--- src/hdl/sbb_pkg.sv ---
// Shared types, constants and arithmetic helpers of the spectrum band ballistics block.
`default_nettype none

package sbb_pkg;

    localparam int NUM_BANDS_DEF = 64;
    localparam int QUEUE_DEPTH   = 2;
    localparam int LEVEL_W       = 16;
    localparam int INDEX_W       = 6;
    localparam int BLUR_W        = 9;
    localparam int CFG_INDEX_W   = 3;
    localparam int CFG_DATA_W    = 16;
    localparam int WIDE_W        = 19;

    localparam logic        [15:0] ALPHA_ATTACK_RESET  = 16'd32768;
    localparam logic        [15:0] ALPHA_RELEASE_RESET = 16'd8192;
    localparam logic signed [15:0] FLOOR_RESET         = -16'sd30720;
    localparam logic signed [15:0] CEILING_RESET       = 16'sd0;
    localparam logic        [8:0]  BLUR_RESET          = 9'd0;
    localparam logic        [15:0] HOLD_RESET          = 16'd15;
    localparam logic signed [15:0] DECAY_RESET         = 16'sd256;
    localparam logic signed [15:0] ACCEL_RESET         = 16'sd0;

    // Headroom above the ceiling for the smoothed level: 12 dB in Q8.8.
    localparam logic signed [16:0] HEADROOM  = 17'sd3072;
    localparam logic signed [16:0] LEVEL_MAX = 17'sd32767;
    localparam logic        [8:0]  BLUR_FULL = 9'd256;
    localparam logic        [15:0] HOLD_MAX  = 16'hFFFF;

    typedef enum logic [2:0] {
        CFG_ALPHA_ATTACK  = 3'd0,
        CFG_ALPHA_RELEASE = 3'd1,
        CFG_FLOOR_DB      = 3'd2,
        CFG_CEILING_DB    = 3'd3,
        CFG_BLUR_STRENGTH = 3'd4,
        CFG_HOLD_FRAMES   = 3'd5,
        CFG_DECAY_STEP    = 3'd6,
        CFG_ACCEL_STEP    = 3'd7
    } cfg_index_t;

    typedef struct packed {
        logic        [15:0] alpha_attack;
        logic        [15:0] alpha_release;
        logic signed [15:0] floor_db;
        logic signed [15:0] ceiling_db;
        logic        [8:0]  blur_strength;
        logic        [15:0] hold_frames;
        logic signed [15:0] decay_step;
        logic signed [15:0] accel_step;
    } cfg_t;

    typedef struct packed {
        logic signed [15:0] level;
        logic               last;
        logic               frz;
    } item_t;

    typedef struct packed {
        logic signed [15:0] peak;
        logic        [15:0] hold;
        logic signed [15:0] fall;
    } peak_state_t;

    localparam peak_state_t PEAK_RESET = '{peak: FLOOR_RESET, hold: 16'd0, fall: 16'sd0};

    typedef enum logic [2:0] {
        ST_CLEAR,
        ST_IDLE,
        ST_MUL,
        ST_SMOOTH,
        ST_BLUR,
        ST_EMIT1,
        ST_EMIT2
    } back_state_t;

    function automatic logic signed [WIDE_W-1:0] sx19(input logic signed [15:0] a);
        sx19 = $signed({{(WIDE_W-16){a[15]}}, a});
    endfunction

    function automatic logic signed [15:0] sat16(input logic signed [WIDE_W-1:0] v);
        if (v > $signed(19'sd32767)) begin
            sat16 = 16'sh7FFF;
        end else if (v < -$signed(19'sd32768)) begin
            sat16 = 16'sh8000;
        end else begin
            sat16 = $signed(v[15:0]);
        end
    endfunction

    // One frame of peak ballistics for a band that shows value v.
    function automatic peak_state_t peak_update(input peak_state_t cur,
                                                input logic signed [15:0] v,
                                                input logic frz,
                                                input cfg_t cfg);
        peak_state_t        nxt;
        logic signed [15:0] pk;
        logic        [15:0] hold_new;
        logic signed [15:0] fall_new;
        nxt      = cur;
        pk       = cur.peak;
        hold_new = cur.hold;
        fall_new = cur.fall;
        if (v > cur.peak) begin
            pk       = v;
            nxt.hold = 16'd0;
            nxt.fall = cfg.decay_step;
        end else if (!frz) begin
            if (cur.hold != HOLD_MAX) begin
                hold_new = cur.hold + 16'd1;
            end
            nxt.hold = hold_new;
            if (hold_new > cfg.hold_frames) begin
                fall_new = sat16(sx19(cur.fall) + sx19(cfg.accel_step));
                nxt.fall = fall_new;
                pk       = sat16(sx19(cur.peak) - sx19(fall_new));
            end
        end
        if (pk < cfg.floor_db) begin
            pk = cfg.floor_db;
        end
        nxt.peak    = pk;
        peak_update = nxt;
    endfunction

endpackage

`default_nettype wire

--- src/hdl/sbb_front.sv ---
// Front end: accepts band items, tracks the band position and marks the frame end.
`default_nettype none

module sbb_front #(
    parameter int NUM_BANDS = sbb_pkg::NUM_BANDS_DEF,
    localparam int POS_W = (NUM_BANDS > 1) ? $clog2(NUM_BANDS) : 1
) (
    input  wire logic               clk,
    input  wire logic               rst_n,
    input  wire logic               in_valid,
    output      logic               in_ready,
    input  wire logic signed [15:0] band_level,
    input  wire logic               last_band,
    input  wire logic               freeze_peaks,
    input  wire logic               clearing,
    input  wire logic               queue_full,
    output      logic               push,
    output      logic [POS_W-1:0]   push_pos,
    output      sbb_pkg::item_t     push_item
);

    logic [POS_W-1:0] pos_reg, pos_next;
    logic             is_last;

    // The band at the top position closes the frame even without the marker.
    assign is_last  = last_band || (pos_reg == POS_W'(NUM_BANDS - 1));
    assign in_ready = !queue_full && !clearing;
    assign push     = in_valid && in_ready;

    always_comb
    begin
        pos_next = pos_reg;
        if (push) begin
            pos_next = is_last ? '0 : pos_reg + POS_W'(1);
        end
    end

    always_ff @(posedge clk or negedge rst_n)
    begin
        if (!rst_n) begin
            pos_reg <= '0;
        end else begin
            pos_reg <= pos_next;
        end
    end

    assign push_pos        = pos_reg;
    assign push_item.level = band_level;
    assign push_item.last  = is_last;
    assign push_item.frz   = freeze_peaks;

endmodule

`default_nettype wire

--- config.mk ---
export PLATFORM = sky130hd
export DESIGN_NAME = sbb_front
export DESIGN_NICKNAME = d
export VERILOG_FILES = /design/src/hdl/sbb_pkg.sv /design/src/hdl/sbb_front.sv
export SDC_FILE = /design/constraint.sdc
export NUM_CORES = 1
export LEC_CHECK = 0
export BUFFER_PORTS_ARGS = -buffer_cell sky130_fd_sc_hd__clkbuf_2
export CAP_MARGIN = 20
export CORE_MARGIN = 4
export CORE_UTILIZATION = 34
export CTS_CLUSTER_SIZE = 14
export DETAILED_ROUTE_END_ITERATION = 16
export GPL_ROUTABILITY_DRIVEN = 0
export HOLD_SLACK_MARGIN = 0.12
export PLACE_DENSITY = 0.85
export SETUP_SLACK_MARGIN = 0.2
export SYNTH_ARGS = -nofsm -noshare
export SYNTH_HDL_FRONTEND = slang
export SYNTH_SLANG_ARGS = --single-unit
export TNS_END_PERCENT = 10
--- constraint.sdc ---
create_clock -name clk -period 2.2 [get_ports clk]
set_input_delay 0.55 -clock clk [delete_from_list [all_inputs] [get_ports clk]]
set_output_delay 0.55 -clock clk [all_outputs]
set_load 0.02 [all_outputs]
## Yosys cells after proc, flatten, opt, wreduce, memory -nomap -nowiden

Index checks and enable logic that the tools add are counted.
Widths: inputs -> output; s select.

- Register bits after elaboration: 6
- Bits of input ports: 23
- Output and inout port bits: 26

- $add $sub $neg: 1
- Equality and inequality tests: 1
- Multiplexer cells: 1
- Reductions and logical operators: 5

Operator list:

| operator | number |
|---|---|
| $add 6x1->6 const B | 1 |
| $eq 6x6->1 const B | 1 |
| $mux 6 | 1 |
| $logic_and 1x1->1 | 2 |
| $logic_not 1->1 | 2 |
| $logic_or 1x1->1 | 1 |

## Logic depth before layout (Yosys ltp)

Gate-level depths: netlist (run 1).

- Word-level depth: 3
- Depth in mapped cells: 5

## Least setup slack after synthesis (run 1)

No wires, ideal clock.

- Path type: register to output
- Start point: register pos_reg[0], in the netlist push_pos[0]
- End point: output port push_item[1] (netlist bit)
- Data arrival time: 1,297 ps
- Required time: 1,650 ps
- Path slack: 353 ps
- Stages on the path, launching flop included: 5
- Buffers on the path: 1
- Cell sequence: dfrtp_1 -> ha_1 -> and3_1 -> a31o_2 -> buf_4

- Cells in the longest elaborated chain, start to end: 2

RTL lines:

| what | RTL line | source |
|---|---|---|
| from (decl) | sbb_front.sv:22 | `logic [POS_W-1:0] pos_reg, pos_next;` |
| from (signal assigned) | sbb_front.sv:43 | `pos_reg <= pos_next;` |
| $eq 6x6->1 | sbb_front.sv:26 | `assign is_last = last_band \|\| (pos_reg == POS_W'(NUM_BANDS - 1));` |
| $logic_or 1x1->1 | sbb_front.sv:26 |  |
| to (decl) | sbb_front.sv:19 | `output sbb_pkg::item_t push_item` |

No other way between the ends.

## Worst setup path after layout (run 1)

- Start point: input port clearing
- End point: output port push

- Cells in the longest elaborated chain, start to end: 3

RTL lines:

| what | RTL line | source |
|---|---|---|
| from (decl) | sbb_front.sv:15 | `input wire logic clearing,` |
| $logic_not 1->1 | sbb_front.sv:27 | `assign in_ready = !queue_full && !clearing;` |
| $logic_and 1x1->1 | sbb_front.sv:27 |  |
| $logic_and 1x1->1 | sbb_front.sv:28 | `assign push = in_valid && in_ready;` |
| to (decl) | sbb_front.sv:17 | `output logic push,` |

No other way between the ends.

==> metrics.txt, run 1 <==
outcome finished, final reports clean; Final min period between 1500 and 2000 ps; Clk pin slew, worst setup/hold paths around 40 ps; Critical Path Start Type primary input; die width 46.2 um; Total Power roughly 350 uW; Compound-Gate Fraction of Synth Area 0.129; DIE AREA between 0.002 and 0.0025 sq mm; cts bufs inserted 3; placed cell count about 70; Reg-to-Reg Start push_pos[0]; Hold/Removal Path Class in2async; mux contribution to synthesized area 0.0202; crit path max fanout 5; RSZ-0062 raised after global routing no; Slowest cell on crit path or3b_1; Post-Synth XOR/XNOR Area 0; largest net degree at the start of global routing 8; dominant cells by area after synthesis dfrtp_1 (30%), buf_4 (27%), o21ai_0 (6.1%), nand2_1 (5.3%), nor4b_1 (3.5%); area share of the largest cell type after synthesis 0.303; count leader, synth buf_4; Routed WL per cell around 15 um; Root Buffer clkbuf_4; Post-synth EDFFs 0; global route total overflow 0; DRT iter0 DRCs 2; measured slew at the worst slew-check pin 305 ps; DRC Markers 0; Final setup viols 0; Antenna Cells 0; Mapped Nets 81; Leakage approximately 0.00026 uW; Yosys reg bits 6; relative slew slack 0.794; TNS Setup 0 ps; H-tree levels 1; predominant post-synthesis flop cell dfrtp_1; CTS tree done; Synth Area in Adders 0.0253; core footprint 0.00133 sq mm; P&R area growth vs syn 1.26%; sequential area share after synthesis 0.303; worst r2r dst push_pos[3]; asr flop ratio synth 1.00; share of cells above drive strength 1 0.431; Final period util 0.890; worst-path cell chain clkbuf_2, or3b_1, inv_1, clkbuf_2; CP Launch Point clearing; DR vias/cell ~5.4; WL final between 1 and 1.5 mm; max reg flops 6; Post-Syn Area per Cell just under 9 sq um; r2r setup slk 890 ps; yosys warns 0; commonest cells in the netlist buf_4 (18), nand2_1 (7), dfrtp_1 (6), o21ai_0 (6); critical path type in2out; Fmax between 500 and 600 MHz; Max-Cap Viols 0; WP data arrival 1410 ps; antenna violations before repair 0; DR vias approximately 400; WP data required about 1700 ps; critical path's largest stage delay approximately 400 ps; Total GRT Usage 0.110; std cell rows 13; clk_lat worst skew between 200 and 250 ps; pwr dens roughly 700 mW/mm^2; Ports a little under 50; 1st-pass router iterations 4; CP top delay family buffers and inverters; Layout Skew 2.61 ps; first-pass GRT wire length ~1.6 mm; final hold vios 0; number of global-route vias before repair between 300 and 400; crit path buf inv count 3; post-route ant nets 0; CP most frequent cell clkbuf_2; Slew Limit Fails 0; Starting Density 0.371; synthesized area 495 sq um; Synth cell types 20; worst vdd ir 0.395 mV; number of port buffers 14; die height approximately 46 um; endpoint class of the critical path primary output; Layout Cells excl Fill 73; final layout net count 84; Post-Synth Simple-Gate Area 0.220; R2R cell count 4; Clock Tree Buf Depth 2; Gate Count Post-Synth 57; cell accounting for the most synthesized area dfrtp_1; cts hold-fix bufs 0; Clock Sinks 6; largest family of logic cells by synthesized area buffers and inverters
-- cell usage in the layout (no fill, tap or decap) --
master / n
a21o_1: 1
a21oi_1: 1
a31o_4: 1
and3_4: 1
buf_4: 3
clkbuf_2: 13
clkbuf_4: 4
dfrtp_1: 6
ha_2: 1
inv_1: 1
mux2i_1: 1
nand2_1: 7
nand2b_1: 1
nand3_1: 2
nor2_1: 2
nor2b_1: 2
nor4b_1: 2
o211ai_2: 1
o21ai_0: 6
or3b_1: 1
or4b_4: 1
-- report_power, final --
part           internal, uW  switching, uW
Clock                  61.5           36.7
Sequential              125           16.6
Combinational          46.8           63.2
Total                   233            116
-- worst max path at each step --
| stage | slack (ps) | to | cells past startpoint |
|---|---|---|---|
| final | 240 | push | 4 |
| after global routing | 190 | push_item[1] | 4 |
| after CTS | 220 | push_item[1] | 4 |
| after detailed placement | 270 | push | 4 |
| after global placement | 300 | push | 4 |
| after floorplan | 350 | push_item[1] | 4 |
-- what timing repair did --
| item | in CTS | in global routing |
|---|---|---|
| setup buffers | 2 | 0 |
| gates resized for setup | 1 | 3 |
| pin swaps | 1 | 0 |
| setup endpoints to repair | 1 | 1 |
-- logic make-up after synthesis --
| family | after synthesis |
|---|---|
| muxes | 1 |
| adders and majority gates | 1 |
| AOI/OAI and AO/OA | 10 |
| buffers and inverters | 20 |
| and+or+nand+nor | 19 |
| DFF | 6 |
-- worst register-to-register path, delay by kind of cell, from the launching register on --
| kind | cells | cell delay (ps) |
|---|---|---|
| and+or+nand+nor | 1 | 160 |
| DFF | 1 | 390 |
| AOI/OAI and AO/OA | 2 | 460 |
| adders and majority gates | 1 | 210 |
-- through the flow --
step | utilization | setup WS [ps] | area, sq um | hold WS [ps]
final | 0.376 | 241 | 502 | 134
after global routing | 0.376 | 186 | 502 | 127
after CTS | 0.364 | 216 | 485 | 134
after detailed placement | 0.334 | 267 | 445 | 392
after global placement | 0.334 | 296 | 445 | 386
after floorplan | - | 353 | 495 | 254
-- per-layer routing --
layer	global-route usage	vias up	share of wire
li1	-	183	-
met2	0.187	17	0.52
met5	0	-	0
met1	0.0888	185	0.36
met4	0.0625	0	0.033
met3	0.0859	8	0.089
-- area by class of cell --
cell class | count | area (sq um)
Timing Repair Buffer | 17 | 95.1
Sequential cell | 6 | 150
Inverter | 1 | 3.75
Multi-Input combinational cell | 31 | 211
Fill cell | 156 | 832
Tap cell | 15 | 18.8
Clock buffer | 3 | 22.5
Note: power is estimated with default switching activity, not from simulation.
==> run 2, diff against run 1 <==
--- a/config.mk
+++ b/config.mk
@@ -5,15 +5,15 @@
 export SDC_FILE = /design/constraint.sdc
 export NUM_CORES = 1
 export LEC_CHECK = 0
-export BUFFER_PORTS_ARGS = -buffer_cell sky130_fd_sc_hd__clkbuf_2
 export CAP_MARGIN = 20
-export CORE_MARGIN = 4
-export CORE_UTILIZATION = 34
+export CORE_AREA = 4 4 41 43
 export CTS_CLUSTER_SIZE = 14
 export DETAILED_ROUTE_END_ITERATION = 16
+export DIE_AREA = 0 0 45 47
+export DONT_BUFFER_PORTS = 1
 export GPL_ROUTABILITY_DRIVEN = 0
 export HOLD_SLACK_MARGIN = 0.12
-export PLACE_DENSITY = 0.85
+export PLACE_DENSITY = 0.59
 export SETUP_SLACK_MARGIN = 0.2
 export SYNTH_ARGS = -nofsm -noshare
 export SYNTH_HDL_FRONTEND = slang
==> metrics.txt, run 2 (synthesis gave the netlist of run 1 again) <==
sequential share of power 0.471; Clk pin slew, worst setup/hold paths approximately 50 ps; pwr dens about 760 mW/mm^2; combinational power share 0.216; largest net degree at the start of global routing 9; DRC Markers 0; CP Launch Point push_pos[1]; die height 47 um; Final period util 0.874; worst vdd ir ~0.39 mV; Ports 49; Root Buffer clkbuf_4; core footprint 0.00130 sq mm; CTS tree done; antenna violations before repair 0; Clock Sinks 6; cts bufs inserted 3; WP data arrival between 1000 and 1500 ps; critical path type reg2out; WP data required ~1700 ps; max reg flops 6; R2R cell count 4; hold_ws 440 ps; Fmax approximately 520 MHz; Final setup viols 0; Critical Path Start Type register; most frequent cells in the layout nand2_1 (7), o21ai_0 (6), dfrtp_1 (5); first-pass GRT wire length 1.48 mm; DP Worst Slack 327 ps; final hold vios 0; DR vias/cell about 5.4; WL final approximately 920 um; Routed WL per cell ~16 um; std cell rows 13; Slew Limit Fails 0; final layout net count 70; Max-Cap Viols 0; Psw 110 uW; Multi-input gate area approximately 210 sq um; FF+latch area 151 sq um; RSZ-0062 raised after global routing no; cell area after layout 428 sq um; worst r2r dst push_pos[3]; Antenna Cells 0; Leakage a little under 0.0002 uW; number of global-route vias before repair about 320; crit path to push_item[1]; number of port buffers 0; measured slew at the worst slew-check pin just under 400 ps; Clock Tree Buf Depth 2; Final min period slightly below 2000 ps; H-tree levels 1; 1st-pass router iterations 4; post-route ant nets 0; r2r setup slk 820 ps; share of cells above drive strength 1 0.227; crit path max fanout 5; Reg-to-Reg Start push_pos[1]; fill count 134; clock share of power 0.313; Int Power ~220 uW; Net Sw Frac 0.337; Final WS setup 276 ps; TNS Setup 0 ps; Post-DP Area 383 sq um; endpoint class of the critical path primary output; P&R area growth vs syn -13.6%; global route total overflow 0; DIE AREA roughly 0.0021 sq mm; Layout Skew about 2.1 ps; relative slew slack 0.735; DR vias between 300 and 400; Starting Density 0.381; Total GRT Usage 0.101; die width 45 um; DRT iter0 DRCs 13; commonest non-fill, non-tap cell in the layout nand2_1; clk_lat worst skew between 200 and 300 ps; Hold/Removal Path Class in2reg; DP Wirelength approximately 700 um; outcome finished, final reports clean
run 2: routing by layer:
layer / vias to the layer above / routed length, um / global-route usage
met5: - / 0 / 0
met4: 0 / 19 / 0.0877
met3: 2 / 141 / 0.0536
met2: 19 / 381 / 0.138
met1: 149 / 379 / 0.113
li1: 151 / - / -
run 2: power groups by stage:
stage                     Sequential [uW]  Clock [uW]  Combinational (uW)
after floorplan                       161           0                84.9
after global placement                154           0                65.3
after detailed placement              154           0                65.3
after CTS                             153         108                70.1
after global routing                  156         117                77.9
final                                 154         102                70.4
run 2: how the worst min path moves through the flow:
stage	cells past startpoint	slack, ps	endpoint	startpoint
2_1_floorplan	0	250	push_pos[0]	rst_n
3_3_place_gp	0	250	push_pos[5]	rst_n
3_5_place_dp	0	250	push_pos[3]	rst_n
4_1_cts	1	440	push_pos[2]	last_band
5_1_grt	1	430	push_pos[2]	last_band
6_report	1	440	push_pos[2]	last_band
run 2: final cells by class:
class | instances | share of cell area
clock buffers | 3 | 0.0526
well taps | 15 | 0.0439
flip-flops and latches | 6 | 0.354
multi-input cells | 31 | 0.482
repair buffers | 3 | 0.0585
inverters | 1 | 0.00877
run 2: stage by stage:
| stage | power (uW) | util | std cells |
|---|---|---|---|
| 3_3_place_gp | 219 | 0.294 | 55 |
| 4_1_cts | 332 | 0.327 | 59 |
| 3_5_place_dp | 219 | 0.294 | 55 |
| 2_1_floorplan | 246 | - | 57 |
| 6_report | 326 | 0.329 | 59 |
| 5_1_grt | 351 | 0.329 | 59 |
run 2: worst max-delay path: stages (launching register included):
cell,delay [ps]
dfrtp_2,470
ha_2,210
and3_1,170
a31o_4,270
run 2: timing repair:
action / in CTS / in global routing
setup endpoints to repair: 1 / 1
endpoints found under the hold margin: 6 / 0
hold buffers: 1 / 0
pin swaps: 0 / 1
cloned: 0 / 0
buffers inserted: 0 / 0
resized for setup: 2 / 1
==> run 3, diff against run 2 <==
--- a/config.mk
+++ b/config.mk
@@ -5,6 +5,7 @@
 export SDC_FILE = /design/constraint.sdc
 export NUM_CORES = 1
 export LEC_CHECK = 0
+export ABC_AREA = 1
 export CAP_MARGIN = 20
 export CORE_AREA = 4 4 41 43
 export CTS_CLUSTER_SIZE = 14
@@ -13,7 +14,7 @@
 export DONT_BUFFER_PORTS = 1
 export GPL_ROUTABILITY_DRIVEN = 0
 export HOLD_SLACK_MARGIN = 0.12
-export PLACE_DENSITY = 0.59
+export PLACE_DENSITY = 0.58
 export SETUP_SLACK_MARGIN = 0.2
 export SYNTH_ARGS = -nofsm -noshare
 export SYNTH_HDL_FRONTEND = slang
==> metrics.txt, run 3 <==
Root Buffer clkbuf_4; Layout Skew roughly 5.7 ps; Post-synth EDFFs 0; core footprint ~0.0013 sq mm; Clock Sinks 6; yosys warns 0; cell area after layout around 420 sq um; Post-DP Area 380 sq um; crit path max fanout 5; critical path type reg2out; Clk pin slew, worst setup/hold paths 50 ps; crit path buf inv count 1; hold_ws around 480 ps; DP Wirelength 679 um; Routed WL per cell ~14 um; DIE AREA 0.00212 sq mm; H-tree levels 1; RSZ-0062 raised after global routing no; Total GRT Usage 0.0985; Multi-input gate area between 150 and 200 sq um; DR vias 328; WP data arrival ~1300 ps; predominant post-synthesis flop cell dfrtp_1; FF+latch area roughly 150 sq um; DR vias/cell 4.90; DRT iter0 DRCs 8; synthesized area a little under 500 sq um; endpoint class of the critical path primary output; r2r setup slk roughly 750 ps; Antenna Cells 0; share of cells above drive strength 1 0.269; P&R area growth vs syn -11.9%; post-route ant nets 0; dominant cells by area after synthesis dfrtp_1 (31%), buf_4 (28%), nand2_1 (7.0%), nor2_1 (7.0%), nand3_1 (5.2%); most frequent cells in the layout nand2_1 (9), nor2_1 (9), nand3_1 (5), dfrtp_1 (5); Post-Syn Area per Cell approximately 7.6 sq um; Starting Density 0.370; Leakage between 0.00015 and 0.0002 uW; die height 47 um; number of port buffers 0; DP Worst Slack approximately 400 ps; worst vdd ir ~0.34 mV; Gate Count Post-Synth 63; Critical Path Start Type register; outcome finished, final reports clean; cts bufs inserted 3; Fmax 533 MHz; Final WS setup roughly 320 ps; critical path's largest stage delay 450 ps; DRC Markers 0; max reg flops 6; Final min period ~1900 ps; die width 45 um; Mapped Nets 87; sequential area share after synthesis 0.312; commonest cells in the netlist buf_4 (18), nand2_1 (9), nor2_1 (9); Yosys reg bits 6; Max-Cap Viols 0; clk_lat worst skew 250 ps; number of global-route vias before repair 280; WL final around 900 um; WP data required between 1500 and 2000 ps; Final period util 0.852; final hold vios 0; Final setup viols 0; 1st-pass router iterations 4; CTS tree done; final layout net count between 70 and 80; measured slew at the worst slew-check pin 334 ps; global route total overflow 0; Synth cell types 16; count leader, synth buf_4; antenna violations before repair 0; Slowest cell on crit path dfrtp_2; Clock Tree Buf Depth 2; Hold/Removal Path Class in2reg; Slew Limit Fails 0; asr flop ratio synth 1.00; fill count approximately 150; worst-path cell chain ha_2, nand3_1, nor2_1, nor2_2, inv_2; pwr dens between 700 and 800 mW/mm^2; first-pass GRT wire length between 1 and 1.5 mm; CP top delay family flip-flops; largest net degree at the start of global routing 8; Total Power approximately 320 uW; TNS Setup 0 ps; relative slew slack 0.777; area share of the largest cell type after synthesis 0.312; Ports 49; std cell rows 13; cell accounting for the most synthesized area dfrtp_1
[run 3: area by class of cell]
type | count | share of cell area
Timing Repair Buffer | 4 | 0.0767
Clock buffer | 3 | 0.0531
Inverter | 5 | 0.0501
Multi-Input combinational cell | 34 | 0.419
Tap cell | 15 | 0.0442
Sequential cell | 6 | 0.357
[run 3: repair_timing]
item	CTS	global route
cloned	0	0
hold buffers	1	0
endpoints found under the hold margin	6	0
buffers inserted	1	0
pin swaps	1	0
setup endpoints to repair	1	1
gates resized for setup	1	2
[run 3: cells by family after synthesis]
logic type	count (synthesis)	share of synthesized area
simple gates	29	0.280
buf+inv	23	0.325
flops	6	0.312
compound gates	2	0.0208
xor+xnor	2	0.0364
fa+ha+maj	1	0.0260
[run 3: through the flow]
stage                     utilization  cells
after detailed placement        0.292     62
after CTS                       0.324     67
after global routing            0.326     67
final                           0.326     67
after floorplan                     -     63
after global placement          0.292     62
[run 3: worst paths after layout]
kind | from | end | cells after the start
setup / recovery | push_pos[1] | push_item[1] | 5
hold / removal | last_band | push_pos[4] | 3
setup reg to reg | push_pos[1] | push_pos[3] | 7
hold reg to reg | push_pos[1] | push_pos[1] | 2
max in group asynchronous | rst_n | push_pos[1] | 1
min in group asynchronous | rst_n | push_pos[2] | 1
[run 3: power by group]
| part | switching [uW] | total, uW | internal, uW | leakage, uW |
|---|---|---|---|---|
| combinational | 44.7 | 70.3 | 25.6 | 0.000103 |
| sequential | 20.3 | 145 | 125 | 0.0000796 |
| clock | 42.5 | 104 | 61.9 | 0.0000138 |
[run 3: worst reg2reg max path: cells and delay by family (launching register included)]
| family | cells | cell delay, ps |
|---|---|---|
| adder cells (fa/ha/maj) | 1 | 240 |
| AND/OR/NAND/NOR | 5 | 500 |
| buffers and inverters | 1 | 150 |
| flip-flops | 1 | 450 |
[run 3: routing by layer]
layer,vias up,global-route usage,routed length (um),part of all wire
met5,-,0,0,0
met4,0,0.0585,20,0.022
met3,5,0.0920,177,0.19
met2,21,0.124,393,0.43
met1,142,0.106,328,0.36
li1,160,-,-,-
