File: config.mk
export PLATFORM = sky130hd
export DESIGN_NAME = sbb_queue
export DESIGN_NICKNAME = d
export VERILOG_FILES = /design/src/hdl/sbb_pkg.sv /design/src/hdl/sbb_queue.sv
export SDC_FILE = /design/constraint.sdc
export NUM_CORES = 1
export LEC_CHECK = 0
export ABC_AREA = 1
export ABC_CLOCK_PERIOD_IN_PS = 2560
export BUFFER_PORTS_ARGS = -buffer_cell sky130_fd_sc_hd__buf_2
export CELL_PAD_IN_SITES_DETAIL_PLACEMENT = 0
export CELL_PAD_IN_SITES_GLOBAL_PLACEMENT = 1
export CORE_AREA = 4 4 83 66
export CTS_BUF_LIST = sky130_fd_sc_hd__clkbuf_8
export DETAILED_ROUTE_END_ITERATION = 10
export DIE_AREA = 0 0 87 70
export PLACE_DENSITY = 0.91
export SETUP_SLACK_MARGIN = 0.3
export SYNTH_ARGS = -nofsm -noshare
export SYNTH_HDL_FRONTEND = slang
export SYNTH_SLANG_ARGS = --single-unit
File: constraint.sdc
create_clock -name clk -period 2.56 [get_ports clk]
set_clock_uncertainty 0.2 [all_clocks]
set_input_delay 0.256 -clock clk [delete_from_list [all_inputs] [get_ports clk]]
set_output_delay 0.256 -clock clk [all_outputs]
set_load 0.03 [all_outputs]
File: src/hdl/sbb_pkg.sv
// Shared types, constants and arithmetic helpers of the spectrum band ballistics block.
`default_nettype none

package sbb_pkg;

    localparam int NUM_BANDS_DEF = 64;
    localparam int QUEUE_DEPTH   = 2;
    localparam int LEVEL_W       = 16;
    localparam int INDEX_W       = 6;
    localparam int BLUR_W        = 9;
    localparam int CFG_INDEX_W   = 3;
    localparam int CFG_DATA_W    = 16;
    localparam int WIDE_W        = 19;

    localparam logic        [15:0] ALPHA_ATTACK_RESET  = 16'd32768;
    localparam logic        [15:0] ALPHA_RELEASE_RESET = 16'd8192;
    localparam logic signed [15:0] FLOOR_RESET         = -16'sd30720;
    localparam logic signed [15:0] CEILING_RESET       = 16'sd0;
    localparam logic        [8:0]  BLUR_RESET          = 9'd0;
    localparam logic        [15:0] HOLD_RESET          = 16'd15;
    localparam logic signed [15:0] DECAY_RESET         = 16'sd256;
    localparam logic signed [15:0] ACCEL_RESET         = 16'sd0;

    // Headroom above the ceiling for the smoothed level: 12 dB in Q8.8.
    localparam logic signed [16:0] HEADROOM  = 17'sd3072;
    localparam logic signed [16:0] LEVEL_MAX = 17'sd32767;
    localparam logic        [8:0]  BLUR_FULL = 9'd256;
    localparam logic        [15:0] HOLD_MAX  = 16'hFFFF;

    typedef enum logic [2:0] {
        CFG_ALPHA_ATTACK  = 3'd0,
        CFG_ALPHA_RELEASE = 3'd1,
        CFG_FLOOR_DB      = 3'd2,
        CFG_CEILING_DB    = 3'd3,
        CFG_BLUR_STRENGTH = 3'd4,
        CFG_HOLD_FRAMES   = 3'd5,
        CFG_DECAY_STEP    = 3'd6,
        CFG_ACCEL_STEP    = 3'd7
    } cfg_index_t;

    typedef struct packed {
        logic        [15:0] alpha_attack;
        logic        [15:0] alpha_release;
        logic signed [15:0] floor_db;
        logic signed [15:0] ceiling_db;
        logic        [8:0]  blur_strength;
        logic        [15:0] hold_frames;
        logic signed [15:0] decay_step;
        logic signed [15:0] accel_step;
    } cfg_t;

    typedef struct packed {
        logic signed [15:0] level;
        logic               last;
        logic               frz;
    } item_t;

    typedef struct packed {
        logic signed [15:0] peak;
        logic        [15:0] hold;
        logic signed [15:0] fall;
    } peak_state_t;

    localparam peak_state_t PEAK_RESET = '{peak: FLOOR_RESET, hold: 16'd0, fall: 16'sd0};

    typedef enum logic [2:0] {
        ST_CLEAR,
        ST_IDLE,
        ST_MUL,
        ST_SMOOTH,
        ST_BLUR,
        ST_EMIT1,
        ST_EMIT2
    } back_state_t;

    function automatic logic signed [WIDE_W-1:0] sx19(input logic signed [15:0] a);
        sx19 = $signed({{(WIDE_W-16){a[15]}}, a});
    endfunction

    function automatic logic signed [15:0] sat16(input logic signed [WIDE_W-1:0] v);
        if (v > $signed(19'sd32767)) begin
            sat16 = 16'sh7FFF;
        end else if (v < -$signed(19'sd32768)) begin
            sat16 = 16'sh8000;
        end else begin
            sat16 = $signed(v[15:0]);
        end
    endfunction

    // One frame of peak ballistics for a band that shows value v.
    function automatic peak_state_t peak_update(input peak_state_t cur,
                                                input logic signed [15:0] v,
                                                input logic frz,
                                                input cfg_t cfg);
        peak_state_t        nxt;
        logic signed [15:0] pk;
        logic        [15:0] hold_new;
        logic signed [15:0] fall_new;
        nxt      = cur;
        pk       = cur.peak;
        hold_new = cur.hold;
        fall_new = cur.fall;
        if (v > cur.peak) begin
            pk       = v;
            nxt.hold = 16'd0;
            nxt.fall = cfg.decay_step;
        end else if (!frz) begin
            if (cur.hold != HOLD_MAX) begin
                hold_new = cur.hold + 16'd1;
            end
            nxt.hold = hold_new;
            if (hold_new > cfg.hold_frames) begin
                fall_new = sat16(sx19(cur.fall) + sx19(cfg.accel_step));
                nxt.fall = fall_new;
                pk       = sat16(sx19(cur.peak) - sx19(fall_new));
            end
        end
        if (pk < cfg.floor_db) begin
            pk = cfg.floor_db;
        end
        nxt.peak    = pk;
        peak_update = nxt;
    endfunction

endpackage

`default_nettype wire

File: src/hdl/sbb_queue.sv
// Short register queue between the front and the back of the block.
`default_nettype none

module sbb_queue #(
    parameter int WIDTH = 24,
    parameter int DEPTH = sbb_pkg::QUEUE_DEPTH
) (
    input  wire logic             clk,
    input  wire logic             rst_n,
    input  wire logic             push,
    input  wire logic [WIDTH-1:0] push_data,
    output      logic             full,
    input  wire logic             pop,
    output      logic             head_valid,
    output      logic [WIDTH-1:0] head_data
);

    localparam int PW = (DEPTH > 1) ? $clog2(DEPTH) : 1;
    localparam int CW = $clog2(DEPTH + 1);

    logic [WIDTH-1:0] slot_reg [DEPTH];
    logic [PW-1:0]    wr_ptr_reg, wr_ptr_next;
    logic [PW-1:0]    rd_ptr_reg, rd_ptr_next;
    logic [CW-1:0]    count_reg, count_next;

    always_comb
    begin
        wr_ptr_next = wr_ptr_reg;
        rd_ptr_next = rd_ptr_reg;
        count_next  = count_reg;
        if (push) begin
            wr_ptr_next = (wr_ptr_reg == PW'(DEPTH - 1)) ? '0 : wr_ptr_reg + PW'(1);
        end
        if (pop) begin
            rd_ptr_next = (rd_ptr_reg == PW'(DEPTH - 1)) ? '0 : rd_ptr_reg + PW'(1);
        end
        if (push && !pop) begin
            count_next = count_reg + CW'(1);
        end else if (pop && !push) begin
            count_next = count_reg - CW'(1);
        end
    end

    always_ff @(posedge clk or negedge rst_n)
    begin
        if (!rst_n) begin
            wr_ptr_reg <= '0;
            rd_ptr_reg <= '0;
            count_reg  <= '0;
        end else begin
            wr_ptr_reg <= wr_ptr_next;
            rd_ptr_reg <= rd_ptr_next;
            count_reg  <= count_next;
        end
    end

    always_ff @(posedge clk)
    begin
        if (push) begin
            slot_reg[wr_ptr_reg] <= push_data;
        end
    end

    assign full       = (count_reg == CW'(DEPTH));
    assign head_valid = (count_reg != '0);
    assign head_data  = slot_reg[rd_ptr_reg];

endmodule

`default_nettype wire

### Yosys cells after proc, flatten, opt, wreduce, memory -nomap -nowiden

Memories as Yosys holds them, arrays and structs flattened.
Cells that the tools add are included.

* $add $sub $neg: 4
* multipliers: 0
* div/mod/pow operators: 0
* order comparisons: 0
* equal/unequal tests: 1
* shift-type cells: 0
* mux-type cells: 6
* bitwise logic cells: 0
* reduce and logical (&&, ||, !) cells: 6

Operator list (number)
* 1-bit two-way mux: 4
* 2-bit two-way mux: 2
* 2-bit nonzero test: 2
* 1-bit adder, second input constant: 2
* 2-bit by 1-bit adder with 2-bit output, second input constant: 1
* 2-bit == test, second input constant: 1
* 1-bit logical AND: 2
* 1-bit zero test: 2
* 2-bit by 1-bit subtractor with 2-bit output, second input constant: 1

* register bits after elaboration: 4
* latch bits: 0
* memory bits (writable): 48
* memory bits (read-only): 0
* bits of input ports: 28
* output and inout bits: 26
* word-level logic and storage cells: 21
* memories: 1

Memory list
* slot_reg: words 2, width 24, read ports 1, clocked after Yosys merged registers in 0, write ports 1, RTL line sbb_queue.sv:21 `logic [WIDTH-1:0] slot_reg [DEPTH];`

### Depth between registers and ports, before layout

Gate-level depths: netlist (run 1).

* word-level depth: 4
* depth in mapped cells: 7
* depth with buffers taken out: 7

### Worst setup path after synthesis (run 1)

OpenSTA, ideal clock, no wires.

* path type: register to register
* from: reg wr_ptr_reg
* to: mem slot_reg[0][0], enable pin
* library setup time: 405 ps
* arrival time: 1434 ps
* required time: 1955 ps
* path slack: 520 ps
* cell stages (with the launch flop): 2
* path buffers: 0
* period minus slack after synthesis: 2040 ps
* cells stage by stage: dfrtp_1 -> nor2_1

RTL lines
* from (decl): RTL line sbb_queue.sv:22 `logic [PW-1:0] wr_ptr_reg, wr_ptr_next;`
* from (signal assigned): RTL line sbb_queue.sv:51 `wr_ptr_reg <= wr_ptr_next;`
* to (decl): RTL line sbb_queue.sv:21

Straight into the memory's write port.

### Worst setup path in the final report (run 1)

* from: reg rd_ptr_reg
* to: out head_data[3]

* word-level cells in the longest chain between the ends: 1

RTL lines
* from (decl): RTL line sbb_queue.sv:23 `logic [PW-1:0] rd_ptr_reg, rd_ptr_next;`
* from (signal assigned): RTL line sbb_queue.sv:52 `rd_ptr_reg <= rd_ptr_next;`
* memory 2 x 24 bit
* to (decl): RTL line sbb_queue.sv:15 `output logic [WIDTH-1:0] head_data`

No other way between the ends.

==> metrics.yaml, run 1 <==
run_status:
  outcome: "completed"
run:
  cap_viol_max_count: 0
setup_path:
  critPathKind: "reg -> out"
  worst_setup_path_start_kind: "flip-flop"
  r2r_cells: 3
  required_ns: 2.10
  worstPathArrival_ns: 1.48
  path_max_fanout: 14
  critPathCaptureType: "output pin"
floorplan:
  core_um2: 4710
  dieHeight_um: 70
  die_w_um: 87
  num_rows: 22
  start_util: 0.434
  ios: 54
  die_area_um2: 6090
sta:
  rsz0062_at_grt: "false"
  finalMaxSlewViolations: 0
  final.period_utilization: 0.756
  max_freq_ghz: 0.516
  relSlewSlack: 0.674
  finalSetupViolCount: 0
  period_needed_ns: 1.94
  fin_ws_ns: 0.624
  hold_viol: 0
  worst_pin_slew_ns: 0.488
  finalSetupTns_ns: 0
yosys:
  synth_edf_count: 48
  syn_nets: 129
  ys_seq_area_frac: 0.755
  netlist_area_um2: 2040
  synth_ff_type: "edfxtp_1"
  synthCells: 100
  synth.largest_area_cell: "edfxtp_1"
  ys_types: 14
  yosys_warnings: 0
  async_reset_ff_frac: 0.0769
  yosysTopAreaCellShare: 0.706
  synth_commonest_cells: "edfxtp_1 (48), mux2_4 (19), inv_1 (7)"
  postSynthAreaPerCell_um2: 20.4
  yosysMostFrequentCell: "edfxtp_1"
  ys_seq_elements: 52
  ys_top_cells_by_area: "edfxtp_1 (71%), mux2_4 (14%), dfrtp_1 (4.9%)"
power:
  p_switching_mw: 1.05
  power_frac_comb: 0.419
  p_seq_frac: 0.421
  power_density_nw_per_um2: 1040
  switching_share: 0.367
  power_frac_clock: 0.161
  ir_drop_mv: 0.636
  leakage_nw: 1.14
  p_int_mw: 1.81
global_route:
  grt_first_pass_wirelength_um: 5910
  antenna_found_initial: 0
  grt_pass1_vias: 1238
  grt_start_max_net_pins: 25
  gr-total-overflow: 0
  grtUsageTotal: 0.133
finish:
  finalNonFillerCells: 249
  final_core_util: 0.581
  fin_nets: 217
  largest_reg_flops: 48
  syn_to_final_growth_pct: 34.0
  antenna_cells: 0
  drive_gt1_frac: 0.476
routing:
  dr.pass1.iters: 3
  drc: 0
  drtIter0Drc: 42
  via_count: 1111
  via_per_inst: 4.46
  drt_wl_total_um: 3810
  wl_per_cell_um: 15.3
  ant_nets: 0
clock_tree:
  clk_latency_ns: 0.30
  path_clk_slew_ns: 0.09
  cts_buffer_depth: 2
  cts_tree: "yes"
  cts_sinks: 52
  cts_buffers: 5
  cts_setup_buffers: 0
  cts_resized: 0
  htree_num_levels: 2
  cts_root_buf: "clkbuf_8"
hold_path:
  hp-class: "in -> async"
placement:
  post-place-cells: 214
  hpwl_um: 2600
  gp_congestion: 0.714
  io_buffers: 53
  place_ws_ns: 0.984
## kinds of logic (layout without fill, tap and decap cells)
| family | Yosys count | after routing | synth area share |
|---|---|---|---|
| buffers and inverters | 10 | 99 | 0.0380 |
| muxes | 24 | 24 | 0.167 |
| adders and majority gates | 1 | 1 | 0.00613 |
| xor gates and xnor gates | 3 | 3 | 0.0129 |
| DFF | 52 | 52 | 0.755 |
| and+or+nand+nor | 10 | 10 | 0.0202 |
## placed cells by master (no fill, tap or decap), types with 2 or more instances in the layout
| cell | synthesis | layout |
|---|---|---|
| edfxtp_1 | 48 | 48 |
| buf_2 | 0 | 53 |
| dfrtp_1 | 4 | 4 |
| mux2_4 | 19 | 19 |
| mux2_2 | 5 | 5 |
| xor2_1 | 2 | 2 |
| dlygate4sd3_1 | 0 | 27 |
| buf_4 | 0 | 3 |
| inv_1 | 7 | 7 |
| clkbuf_8 | 0 | 5 |
| nand2_1 | 6 | 6 |
## layout make-up
class                      instances  area [µm²]
clock buffer                       5        68.8
fill                             361        1970
multi-input combinational         38         424
clock inverter                     3        21.3
tap                               60        75.1
timing repair buffer              84         578
sequential                        52        1540
inverter                           7        26.3
## worst max-delay path: stages (launching register included)
cell     delay (ns)
dfrtp_1        0.35
buf_4          0.26
mux2_2         0.37
buf_2          0.18
## repair_timing
| item | 4_1_cts | 5_1_grt |
|---|---|---|
| endpoints found under the setup margin | 0 | 0 |
| hold buffers | 27 | 0 |
| endpoints found under the hold margin | 54 | 0 |
## layer usage
layer / share of wire / global-route usage
met5: 0 / 0
met4: 0.017 / 0.0571
met3: 0.055 / 0.0366
met2: 0.55 / 0.249
met1: 0.38 / 0.135
## stage by stage
step	area (µm²)	hold WS (ns)	total power [mW]
2_1_floorplan	2040	-0.240	2.14
3_3_place_gp	2370	-0.135	2.34
3_5_place_dp	2370	-0.130	2.39
4_1_cts	2740	0.0793	2.87
5_1_grt	2740	0.0777	2.99
6_report	2740	0.0847	2.85
## worst paths after layout
check / from / endpoint / slack [ns]
max: rd_ptr_reg / head_data[3] / 0.62
min: rst_n / rd_ptr_reg / 0.08
max reg2reg: wr_ptr_reg / slot_reg[1][15] / 1.02
min reg2reg: count_reg[1] / count_reg[1] / 0.31
max in group asynchronous: rst_n / wr_ptr_reg / 1.93
min in group clk: count_reg[1] / count_reg[1] / 0.31
## power groups by stage
| stage | Sequential, mW | Combinational [mW] | Clock [mW] |
|---|---|---|---|
| after detailed placement | 1.22 | 1.17 | 0 |
| final | 1.20 | 1.19 | 0.458 |
| after floorplan | 1.20 | 0.943 | 0 |
| after global placement | 1.20 | 1.14 | 0 |
| after CTS | 1.20 | 1.20 | 0.467 |
| after global routing | 1.21 | 1.26 | 0.513 |
Power figures use the tool's default switching activity.
==> inputs of run 2 (changes only) <==
--- a/config.mk
+++ b/config.mk
@@ -6,15 +6,15 @@
 export NUM_CORES = 1
 export LEC_CHECK = 0
 export ABC_AREA = 1
-export ABC_CLOCK_PERIOD_IN_PS = 2560
+export ABC_CLOCK_PERIOD_IN_PS = 1600
 export BUFFER_PORTS_ARGS = -buffer_cell sky130_fd_sc_hd__buf_2
 export CELL_PAD_IN_SITES_DETAIL_PLACEMENT = 0
 export CELL_PAD_IN_SITES_GLOBAL_PLACEMENT = 1
-export CORE_AREA = 4 4 83 66
+export CORE_AREA = 4 4 87 69
 export CTS_BUF_LIST = sky130_fd_sc_hd__clkbuf_8
 export DETAILED_ROUTE_END_ITERATION = 10
-export DIE_AREA = 0 0 87 70
-export PLACE_DENSITY = 0.91
+export DIE_AREA = 0 0 91 73
+export PLACE_DENSITY = 0.87
 export SETUP_SLACK_MARGIN = 0.3
 export SYNTH_ARGS = -nofsm -noshare
 export SYNTH_HDL_FRONTEND = slang
==> constraint.sdc (replaced) <==
create_clock -name clk -period 1.6 [get_ports clk]
set_clock_uncertainty 0.2 [all_clocks]
set_input_delay 0.16 -clock clk [delete_from_list [all_inputs] [get_ports clk]]
set_output_delay 0.16 -clock clk [all_outputs]
set_load 0.03 [all_outputs]
==> metrics.yaml, run 2 (same netlist as run 1, synthesis figures left out) <==
clock_tree:
  cts_tree: "yes"
  path_clk_slew_ns: 0.09
  cts_buffer_depth: 2
  cts_root_buf: "clkbuf_8"
  htree_num_levels: 2
  cts_sinks: 52
  cts_buffers: 5
  clk_latency_ns: 0.29
global_route:
  grt_first_pass_wirelength_um: 5820
  grt_pass1_vias: 1288
  grtUsageTotal: 0.114
  gr-total-overflow: 0
  grt_start_max_net_pins: 21
  antenna_found_initial: 0
hold_path:
  hp-start: "push"
  hp-class: "in -> reg"
  min_to: "count_reg[0]"
  min_path_cells: 3
routing:
  wl_per_cell_um: 14.4
  via_per_inst: 4.45
  dr.pass1.iters: 2
  ant_nets: 0
  drtIter0Drc: 40
  drc: 0
  drt_wl_total_um: 3720
  via_count: 1153
sta:
  worst_pin_slew_ns: 0.219
  relSlewSlack: 0.854
  period_needed_ns: 1.75
  finalMaxSlewViolations: 0
  finalSetupViolCount: 24
  rsz0062_at_grt: "true"
  hold_viol: 0
  max_freq_ghz: 0.571
  final.period_utilization: 1.09
  fin_ws_ns: -0.150
finish:
  fin_nets: 225
  syn_to_final_growth_pct: 50.9
  multiInputGateArea_um2: 460
  antenna_cells: 0
  final_cell_mix: "edfxtp_1 (48), dlygate4sd3_1 (28), buf_2 (27), buf_6 (27), mux2_4 (24)"
  drive_gt1_frac: 0.538
  fill_cells: 391
  final_core_util: 0.594
  layout_commonest_cell: "edfxtp_1"
  largest_reg_flops: 48
  layout.area.seq_um2: 1550
power:
  ir_drop_mv: 0.914
  power_frac_comb: 0.478
  switching_share: 0.331
  p_int_mw: 3.63
  leakage_nw: 1.28
  p_switching_mw: 1.80
  power_frac_clock: 0.162
  p_seq_frac: 0.360
  power_density_nw_per_um2: 1760
floorplan:
  die_area_um2: 6640
  core_um2: 5180
  die_w_um: 91
  dieHeight_um: 73
  ios: 54
  start_util: 0.394
  num_rows: 23
setup_path:
  worst_setup_path_start_kind: "flip-flop"
  r2r_slack_ns: 0.35
  cp_slowest_stage_delay_ns: 0.46
  r2r_cells: 3
  cpMaxStageDelayCell: "dfrtp_2"
  worstReg2RegStart: "wr_ptr_reg"
  worstPathArrival_ns: 1.39
  required_ns: 1.24
  critPathKind: "reg -> out"
  path_cells: "clkbuf_16 -> mux2_4 -> buf_6"
  path_max_fanout: 10
  r2r-end: "slot_reg[1][14]"
  critPathCaptureType: "output pin"
run_status:
  outcome: "finished with violations"
  violations: "setup timing"
placement:
  gp_congestion: 0.672
  place_ws_ns: 0.156
  io_buffers: 53
run:
  cap_viol_max_count: 0
==> run 2: changes by cell type in the layout (fill, tap and decap cells not counted), moves of 5 or more <==
cell	before	now
buf_2	53	27
buf_6	0	27
mux2_2	5	0
mux2_4	19	24
==> run 2: worst max path at each step <==
stage                from             end  slack (ns)  depth (start not counted)
4_1_cts        rd_ptr_reg    head_data[2]       -0.15                          3
5_1_grt        rd_ptr_reg   head_data[12]       -0.19                          3
2_1_floorplan  wr_ptr_reg  slot_reg[0][0]        0.21                          1
3_5_place_dp   rd_ptr_reg    head_data[2]        0.16                          3
3_3_place_gp   rd_ptr_reg    head_data[1]        0.17                          3
6_report       rd_ptr_reg   head_data[12]       -0.15                          3
==> run 2: area by class of cell <==
class / instances / area share
timing repair buffer: 92 / 0.276
sequential: 52 / 0.502
clock buffer: 5 / 0.0223
clock inverter: 3 / 0.0154
multi-input combinational: 38 / 0.150
inverter: 7 / 0.00975
tap: 62 / 0.0252
==> run 2: what timing repair did <==
item | 4_1_cts | 5_1_grt
pin swaps | 1 | 0
resized for setup | 47 | 24
hold endpoints to repair | 54 | 0
endpoints found under the setup margin | 43 | 26
cloned | 0 | 1
buffers inserted | 3 | 1
hold buffers | 28 | 0
==> run 2: power groups by stage <==
stage / Combinational (mW) / Sequential [mW] / Clock, mW
after global routing: 2.72 / 1.98 / 0.956
after detailed placement: 1.94 / 1.96 / 0
after CTS: 2.40 / 1.93 / 0.905
final: 2.59 / 1.95 / 0.878
after floorplan: 1.52 / 1.92 / 0
after global placement: 1.90 / 1.93 / 0
==> run 2: layer usage <==
metal / up-vias / GRT usage / part of all wire
met2: 39 / 0.206 / 0.52
li1: 560 / - / -
met3: 4 / 0.0351 / 0.057
met4: 0 / 0.0351 / 0.0073
met5: - / 0 / 0
met1: 550 / 0.131 / 0.42
==> run 2: worst max-delay path, delay by kind of cell (launching register included) <==
kind                   cells  cell delay, ns
flip-flops                 1            0.46
buffers and inverters      2            0.33
multiplexers               1            0.30
==> run 2: stage by stage <==
step	hold slack [ns]	total power, mW	TNS, ns	instance area (µm²)	instances
floorplan	-0.336	3.44	0	2050	100
finish	0.0483	5.42	-3.14	3080	259
global route	0.0551	5.66	-4.17	3080	259
CTS	0.0400	5.23	-3.47	2990	257
global placement	-0.232	3.83	0	2430	218
detailed placement	-0.230	3.90	0	2430	218
==> inputs of run 3 (changes only) <==
--- a/config.mk
+++ b/config.mk
@@ -6,15 +6,15 @@
 export NUM_CORES = 1
 export LEC_CHECK = 0
 export ABC_AREA = 1
-export ABC_CLOCK_PERIOD_IN_PS = 1600
+export ABC_CLOCK_PERIOD_IN_PS = 2200
 export BUFFER_PORTS_ARGS = -buffer_cell sky130_fd_sc_hd__buf_2
 export CELL_PAD_IN_SITES_DETAIL_PLACEMENT = 0
 export CELL_PAD_IN_SITES_GLOBAL_PLACEMENT = 1
-export CORE_AREA = 4 4 87 69
+export CORE_AREA = 4 4 88 69
 export CTS_BUF_LIST = sky130_fd_sc_hd__clkbuf_8
 export DETAILED_ROUTE_END_ITERATION = 10
-export DIE_AREA = 0 0 91 73
-export PLACE_DENSITY = 0.87
+export DIE_AREA = 0 0 92 73
+export PLACE_DENSITY = 0.84
 export SETUP_SLACK_MARGIN = 0.3
 export SYNTH_ARGS = -nofsm -noshare
 export SYNTH_HDL_FRONTEND = slang
==> constraint.sdc (replaced) <==
create_clock -name clk -period 2.2 [get_ports clk]
set_clock_uncertainty 0.2 [all_clocks]
set_input_delay 0.22 -clock clk [delete_from_list [all_inputs] [get_ports clk]]
set_output_delay 0.22 -clock clk [all_outputs]
set_load 0.03 [all_outputs]
==> metrics.yaml, run 3 (same netlist as run 1, synthesis figures left out) <==
floorplan:
  dieHeight_um: 73
  die_area_um2: 6720
  start_util: 0.390
  num_rows: 23
  ios: 54
  core_um2: 5240
  die_w_um: 92
setup_path:
  required_ns: 1.78
  path_delay_family: "buffers and inverters"
  cp_slowest_stage_delay_ns: 0.38
  path_max_fanout: 19
  critPathCaptureType: "output pin"
  path_buf_inv: 2
  path_cells: "buf_8 -> mux2_4 -> buf_2"
  critPathKind: "reg -> out"
  cpMaxStageDelayCell: "dfrtp_1"
  worstPathArrival_ns: 1.40
  worst_setup_path_start_kind: "flip-flop"
global_route:
  grtUsageTotal: 0.111
  grt_pass1_vias: 1199
  grt_start_max_net_pins: 21
  grt_first_pass_wirelength_um: 5530
  gr-total-overflow: 0
  antenna_found_initial: 0
placement:
  hpwl_um: 2420
  io_buffers: 53
  place_area_um2: 2390
  gp_congestion: 0.602
clock_tree:
  cts_root_buf: "clkbuf_8"
  cts_tree: "yes"
  cts_buffers: 5
  cts_buffer_depth: 2
  cts_sinks: 52
  clk_latency_ns: 0.29
  htree_num_levels: 2
  path_clk_slew_ns: 0.08
  cts_setup_buffers: 0
power:
  fin_total_pwr_mw: 3.26
  ir_drop_mv: 0.523
  power_density_nw_per_um2: 1180
  leakage_nw: 1.14
finish:
  finalInstanceArea_um2: 2750
  drive_gt1_frac: 0.468
  syn_to_final_growth_pct: 34.9
  antenna_cells: 0
  layout_commonest_cell: "buf_2"
  fin_nets: 217
  final_core_util: 0.526
  largest_reg_flops: 48
  final_cell_mix: "buf_2 (53), edfxtp_1 (48), dlygate4sd3_1 (27), mux2_4 (19), inv_1 (7)"
sta:
  finalSetupViolCount: 0
  finalSetupTns_ns: 0
  relSlewSlack: 0.782
  worst_pin_slew_ns: 0.327
  period_needed_ns: 1.82
  finalMaxSlewViolations: 0
  rsz0062_at_grt: "false"
  max_freq_ghz: 0.549
  final.period_utilization: 0.828
  hold_viol: 0
routing:
  drtIter0Drc: 26
  drc: 0
  via_per_inst: 4.16
  ant_nets: 0
  via_count: 1093
  dr.pass1.iters: 4
  drt_wl_total_um: 3370
  wl_per_cell_um: 12.8
run:
  cap_viol_max_count: 0
hold_path:
  hp-class: "in -> async"
run_status:
  outcome: "completed"
[run 3: cell count changes in the layout (fill, tap and decap cells not counted), moves of 3 or more]
cell and change:
mux2_2 +5, buf_4 -4, mux2_4 -5, inv_1 +3, buf_6 -27, buf_2 +26
dfrtp_1 +3, dfrtp_2 -3
[run 3: report_power, final]
group / total [mW] / internal [mW] / switching (mW)
Clock: 0.488 / 0.216 / 0.273
Sequential: 1.39 / 1.32 / 0.0695
Combinational: 1.38 / 0.569 / 0.811
Total: 3.26 / 2.10 / 1.15
[run 3: layout make-up]
class | count | area [µm²]
Fill cell | 446 | 2480
Sequential cell | 52 | 1540
Timing Repair Buffer | 84 | 586
Multi-Input combinational cell | 38 | 424
Tap cell | 75 | 93.8
Clock buffer | 5 | 68.8
Inverter | 7 | 26.3
Clock inverter | 2 | 12.5
[run 3: stage by stage]
stage	cells	hold slack, ns	setup slack (ns)
2_1_floorplan	100	-0.276	0.547
3_3_place_gp	229	-0.170	0.609
3_5_place_dp	229	-0.165	0.586
4_1_cts	263	0.0354	0.322
5_1_grt	263	0.0555	0.304
6_report	263	0.0500	0.378
[run 3: path summary, 6_finish.rpt]
path,cells after the start,to,start,slack [ns]
max in group asynchronous,2,rd_ptr_reg,rst_n,1.62
max reg2reg,3,slot_reg[1][4],wr_ptr_reg,0.75
max,3,head_data[19],rd_ptr_reg,0.38
min reg2reg,1,wr_ptr_reg,wr_ptr_reg,0.32
min in group clk,1,wr_ptr_reg,wr_ptr_reg,0.32
min,2,wr_ptr_reg,rst_n,0.05
[run 3: layer usage]
metal	vias to the layer above	global-route usage	wire (µm)
li1	541	-	-
met1	505	0.116	1350
met2	40	0.201	1710
met3	7	0.0443	254
met4	0	0.0494	50
met5	-	0	0
[run 3: timing repair]
item	in CTS	in global routing
hold endpoints to repair	54	0
gates resized for setup	1	1
setup endpoints to repair	18	17
hold buffers	27	0
